==> src/rwct_pkg.sv <==
package rwct_pkg;

  localparam int STORE_DEPTH = 32768;
  localparam int STORE_AW    = 15;
  localparam int CFG_INDEX_W = 2;
  localparam int CFG_DATA_W  = 7;
  localparam int DIV_STEPS   = 12;
  localparam int SHADE_MUL   = 288365;
  localparam int SHADE_SHIFT = 19;

  localparam logic [CFG_INDEX_W-1:0] CFG_TEXTURE_WIDTH   = 2'd0;
  localparam logic [CFG_INDEX_W-1:0] CFG_TEXTURE_HEIGHT  = 2'd1;
  localparam logic [CFG_INDEX_W-1:0] CFG_VERTICAL_OFFSET = 2'd2;

  localparam logic OP_WRITE = 1'b0;
  localparam logic OP_DRAW  = 1'b1;

  typedef struct packed {
    logic        operation;
    logic [14:0] texel_address;
    logic [31:0] texel_value;
    logic [9:0]  column;
    logic [6:0]  first_row;
    logic [6:0]  end_row;
    logic [15:0] slice_height;
    logic [15:0] hit_fraction;
    logic [2:0]  texture_id;
    logic        shade;
  } in_item_t;

  typedef struct packed {
    logic [9:0]        pixel_column;
    logic signed [7:0] pixel_row;
    logic [31:0]       pixel_color;
    logic              last;
  } out_item_t;

  typedef enum logic [2:0] {
    ST_IDLE,
    ST_SETUP,
    ST_MUL,
    ST_DIV,
    ST_ADDR,
    ST_READ,
    ST_SHADE,
    ST_OUT
  } ctrl_state_t;

  typedef struct packed {
    logic write_texel;
    logic load_item;
    logic setup;
    logic row_mul;
    logic div_step;
    logic addr_load;
    logic out_load;
    logic next_row;
  } cmd_t;

  typedef struct packed {
    logic empty;
    logic last_row;
  } status_t;

endpackage

==> src/rwct_ctrl.sv <==
module rwct_ctrl (
  input  logic             clk,
  input  logic             rst_n,
  input  logic             in_valid,
  input  logic             in_op,
  output logic             in_ready,
  output logic             out_valid,
  input  logic             out_ready,
  input  rwct_pkg::status_t sts,
  output rwct_pkg::cmd_t    cmd
);
  import rwct_pkg::*;

  localparam int CNT_W = $clog2(DIV_STEPS);

  ctrl_state_t      state_r, state_nxt;
  logic [CNT_W-1:0] cnt_r, cnt_nxt;

  always_ff @(posedge clk) begin
    if (!rst_n) begin
      state_r <= ST_IDLE;
      cnt_r   <= '0;
    end else begin
      state_r <= state_nxt;
      cnt_r   <= cnt_nxt;
    end
  end

  always_comb begin
    state_nxt = state_r;
    cnt_nxt   = cnt_r;
    cmd       = '0;
    in_ready  = 1'b0;
    out_valid = 1'b0;
    unique case (state_r)
      ST_IDLE: begin
        in_ready = 1'b1;
        if (in_valid) begin
          if (in_op == OP_DRAW) begin
            cmd.load_item = 1'b1;
            state_nxt     = ST_SETUP;
          end else begin
            cmd.write_texel = 1'b1;
          end
        end
      end
      ST_SETUP: begin
        cmd.setup = 1'b1;
        state_nxt = sts.empty ? ST_IDLE : ST_MUL;
      end
      ST_MUL: begin
        cmd.row_mul = 1'b1;
        cnt_nxt     = '0;
        state_nxt   = ST_DIV;
      end
      ST_DIV: begin
        cmd.div_step = 1'b1;
        cnt_nxt      = cnt_r + 1'b1;
        if (cnt_r == CNT_W'(DIV_STEPS - 1)) begin
          state_nxt = ST_ADDR;
        end
      end
      ST_ADDR: begin
        cmd.addr_load = 1'b1;
        state_nxt     = ST_READ;
      end
      ST_READ: begin
        state_nxt = ST_SHADE;
      end
      ST_SHADE: begin
        cmd.out_load = 1'b1;
        state_nxt    = ST_OUT;
      end
      ST_OUT: begin
        out_valid = 1'b1;
        if (out_ready) begin
          if (sts.last_row) begin
            state_nxt = ST_IDLE;
          end else begin
            cmd.next_row = 1'b1;
            state_nxt    = ST_MUL;
          end
        end
      end
      default: state_nxt = ST_IDLE;
    endcase
  end

endmodule

==> config.mk <==
export PLATFORM = sky130hd
export DESIGN_NAME = rwct_ctrl
export DESIGN_NICKNAME = d
export VERILOG_FILES = /design/src/rwct_pkg.sv /design/src/rwct_ctrl.sv
export SDC_FILE = /design/constraint.sdc
export NUM_CORES = 1
export LEC_CHECK = 0
export BUFFER_PORTS_ARGS = -buffer_cell sky130_fd_sc_hd__buf_2
export CAP_MARGIN = 10
export CORE_MARGIN = 8
export CORE_UTILIZATION = 30
export DETAILED_ROUTE_END_ITERATION = 8
export GPL_TIMING_DRIVEN = 0
export PLACE_DENSITY_LB_ADDON = 0.05
export SYNTH_ARGS = -nofsm -noshare
export SYNTH_HDL_FRONTEND = slang
export SYNTH_SLANG_ARGS = --single-unit
==> constraint.sdc <==
create_clock -name clk -period 1.6 [get_ports clk]
set_clock_uncertainty 0.2 [all_clocks]
set_input_delay 0.16 -clock clk [delete_from_list [all_inputs] [get_ports clk]]
set_output_delay 0.16 -clock clk [all_outputs]
set_load 0.1 [all_outputs]
==> impl_results.md <==
- Clock network fraction of total power: 31.8%
- Largest area contributor in the netlist: dfxtp_1
- Peak VDD IR: 448 uV
- Fraction of the cycle the final worst path needs: 106%
- Post-Synth Adder-Cell Area: 2.80%
- Unrepaired setup endpoints after global routing: true
- Cell with the most instances after synthesis: dfxtp_1
- CP endpoint: cmd[6]
- CP cell instances: buf_6 -> nor3_4 -> and3_4 -> buf_12
- Remaining DRCs: 0
- GRT Util Overall: 11.4%
- Minimum clock period: 1.69 ns
- WP depth: 4
- Largest family of logic cells by synthesized area: simple AND/OR/NAND/NOR gates
- Final setup TNS: -0.316 ns
- Post-Syn Instances: 54
- Synth Area in XOR/XNOR: 0%
- DR WL/cell: 14.1 um
- Buf/Inv on CP: 2
- Crit-path leading delay family: simple AND/OR/NAND/NOR gates
- Multi-input gate area: 364 um^2
- Die span in y: 54.6 um
- First-pass GRT wire length: 2390 um
- I/O pin count: 17
- Yosys top cell area share: 31.4%
- Root Driver: clkbuf_4
- Synth Area in Compound Gates: 16.0%
- Combinational share of power: 33.2%
- Share of layout cells above drive strength 1: 57.6%
- Final #Nets: 94
- Clock tree buffer depth: 2
- Number of cells after detailed placement: 86
- Critical Path AT: 1.33 ns
- Top cells by count, synth: dfxtp_1 (7), nand2_1 (6), nand3_1 (5)
- Status: complete, but fails checks
- Routed Antenna Nets: 0
- Routed vias: 509
- Initial Util: 30.7%
- Critical Path RT: 1.24 ns
- Mapped cell area: 447 um^2
- Clock Latency Late Sink: 0.26 ns
- CP max-delay cell: dfxtp_1
- Pwr dens: 562 nW/um^2
- Crit. End Element: primary output
- Worst Hold Path Cells: 4
- Worst Reg2Reg Path Length in Cells: 5
- Setup WS pre-CTS: -0.174 ns
- Total CTS buffers: 3
- Register area share after synthesis: 31.4%
- P_leak: 0.000358 uW
- Yosys reg bits: 7
- Buffers on Ports: 16
- Fill count: 115
- Min-delay worst type: in2reg
- Fmax: 0.590 GHz
- Setup CP Type: reg2out
- CTS clk-pin slew, worst paths: 0.05 ns
- Sequential share of power: 35.0%
- CP Max Fanout: 7
- Synth Warn #: 0
- Least-Margin Pin Slew: 0.281 ns
- Startpoint types: flip-flop
- NetSw: 182 uW
- Std-Cell Rows: 14
- CTS tree: built
- DR iter-0 viols: 2
- Syn nets: 62
- Slack of the critical path: -0.0946 ns
- Vias per std cell: 5.04
- Internal power: 341 uW
- DRT Wirelength: 1430 um
- Vias in the first global route: 505
- Rel. slew slack: 81.4%
- Net Sw Frac: 34.8%
- Hpwl dp: 868 um
- CP Launch Point: state_r[2]$_SDFFE_PN0P_
- DIE WIDTH: 54.6 um
- Final global-route overflow total: 0
- Core Footprint: 1450 um^2
- CP max stage delay: 0.30 ns
- Die area: 2980 um^2
- Avg Cell Area, Syn: 8.27 um^2
- Synth Area in Simple Gates: 38.1%
- Router iterations before antenna repair: 2
- # H-tree levels: 1
- Sequential Area: 148 um^2
- Clock Sinks: 7
- Ant. Diodes: 0
- Layout Cells excl Fill: 101
- Initial antenna violation count: 0
- RR Endpoint: cnt_r[3]$_SDFFE_PN0P_
- Mux cell area share after synthesis: 4.48%
- Final GP Congestion: 0.671
- Area contributors post-synth: dfxtp_1 (31%), nand3_1 (5.6%), a21boi_0 (5.0%)
- Final Max Slew Viols: 0
- Post-synth EDFFs: 0
- Fin. Hold Viols: 0
- Largest net degree at the start of global routing: 11
- Top FF cell, synth: dfxtp_1
- Yosys cell types: 26
- Asr flop ratio synth: 0%
- Flop2flop setup slack: -0.01 ns
- Total of max-cap violations: 0
- Synth-to-layout area growth: 109%
- Final setup fails: 8
- Reg2reg start: state_r[2]$_SDFFE_PN0P_
- Failing checks: negative setup slack
## metal layers
metal | up-vias | global-route usage (%) | share of wire, %
met2 | 10 | 17.5 | 51
met5 | - | 0 | 0
met1 | 236 | 12.3 | 40
met3 | 4 | 4.35 | 5.3
li1 | 259 | - | -
met4 | 0 | 8.61 | 2.9
## what timing repair did
item | in CTS | in global routing
setup buffers | 7 | 3
hold buffers | 1 | 0
setup endpoints to repair | 10 | 10
resized for setup | 37 | 12
endpoints found under the hold margin | 1 | 0
pin swaps | 6 | 6
## worst reg2reg max path, stage by stage, from the launching register on
cell,delay [ns]
dfxtp_1,0.30
buf_6,0.13
buf_4,0.15
nand2b_4,0.16
or4b_1,0.47
a31oi_1,0.13
## cell type report
class,instances,area share [%]
flip-flops and latches,7,15.8
plain buffers,4,6.44
clock buffers,4,2.82
well taps,16,2.15
inverters,2,1.21
repair buffers,27,32.5
multi-input cells,41,39.1
## worst min-delay path by stage
stage,startpoint,end
after floorplan,rst_n,cnt_r[3]$_SDFFE_PN0P_
final,sts[0],state_r[1]$_SDFFE_PN0P_
after global routing,in_valid,state_r[1]$_SDFFE_PN0P_
after CTS,out_ready,state_r[2]$_SDFFE_PN0P_
after global placement,rst_n,cnt_r[3]$_SDFFE_PN0P_
after detailed placement,rst_n,cnt_r[3]$_SDFFE_PN0P_
## stage by stage
step	utilization [%]	total power (uW)	area (um^2)	hold WS, ns
after floorplan	-	285	520	0.0693
after global placement	42.7	311	621	0.232
after detailed placement	42.7	311	621	0.242
after CTS	58.8	515	855	0.0491
after global routing	64.1	554	932	0.0802
final	64.1	524	932	0.0711
## flip-flops by register name (all words and copies together), names as in the netlist
name and cells:
state_r 3, cnt_r 4
## cell families after synthesis
logic type	Yosys count
AO/OA/AOI/OAI	10
adder cells (fa/ha/maj)	1
buffers and inverters	6
flip-flops	7
multiplexers	2
AND/OR/NAND/NOR	28
## cell usage in the layout, fill, tap and decap left out, types with 3 or more instances in the layout
| master | n |
|---|---|
| a21boi_0 | 3 |
| buf_12 | 10 |
| buf_2 | 6 |
| buf_4 | 11 |
| clkbuf_4 | 3 |
| dfxtp_1 | 5 |
| nand2_1 | 4 |
| nand3_1 | 4 |
| nor2_4 | 3 |
| nor3b_4 | 3 |
## power groups by stage
stage	sequential [uW]	combinational (uW)	clock [uW]
final	183	174	166
after global routing	184	181	188
after CTS	183	160	172
after detailed placement	186	125	0
after global placement	186	125	0
after floorplan	185	100	0
No activity file was read; power rests on OpenSTA's default activity.
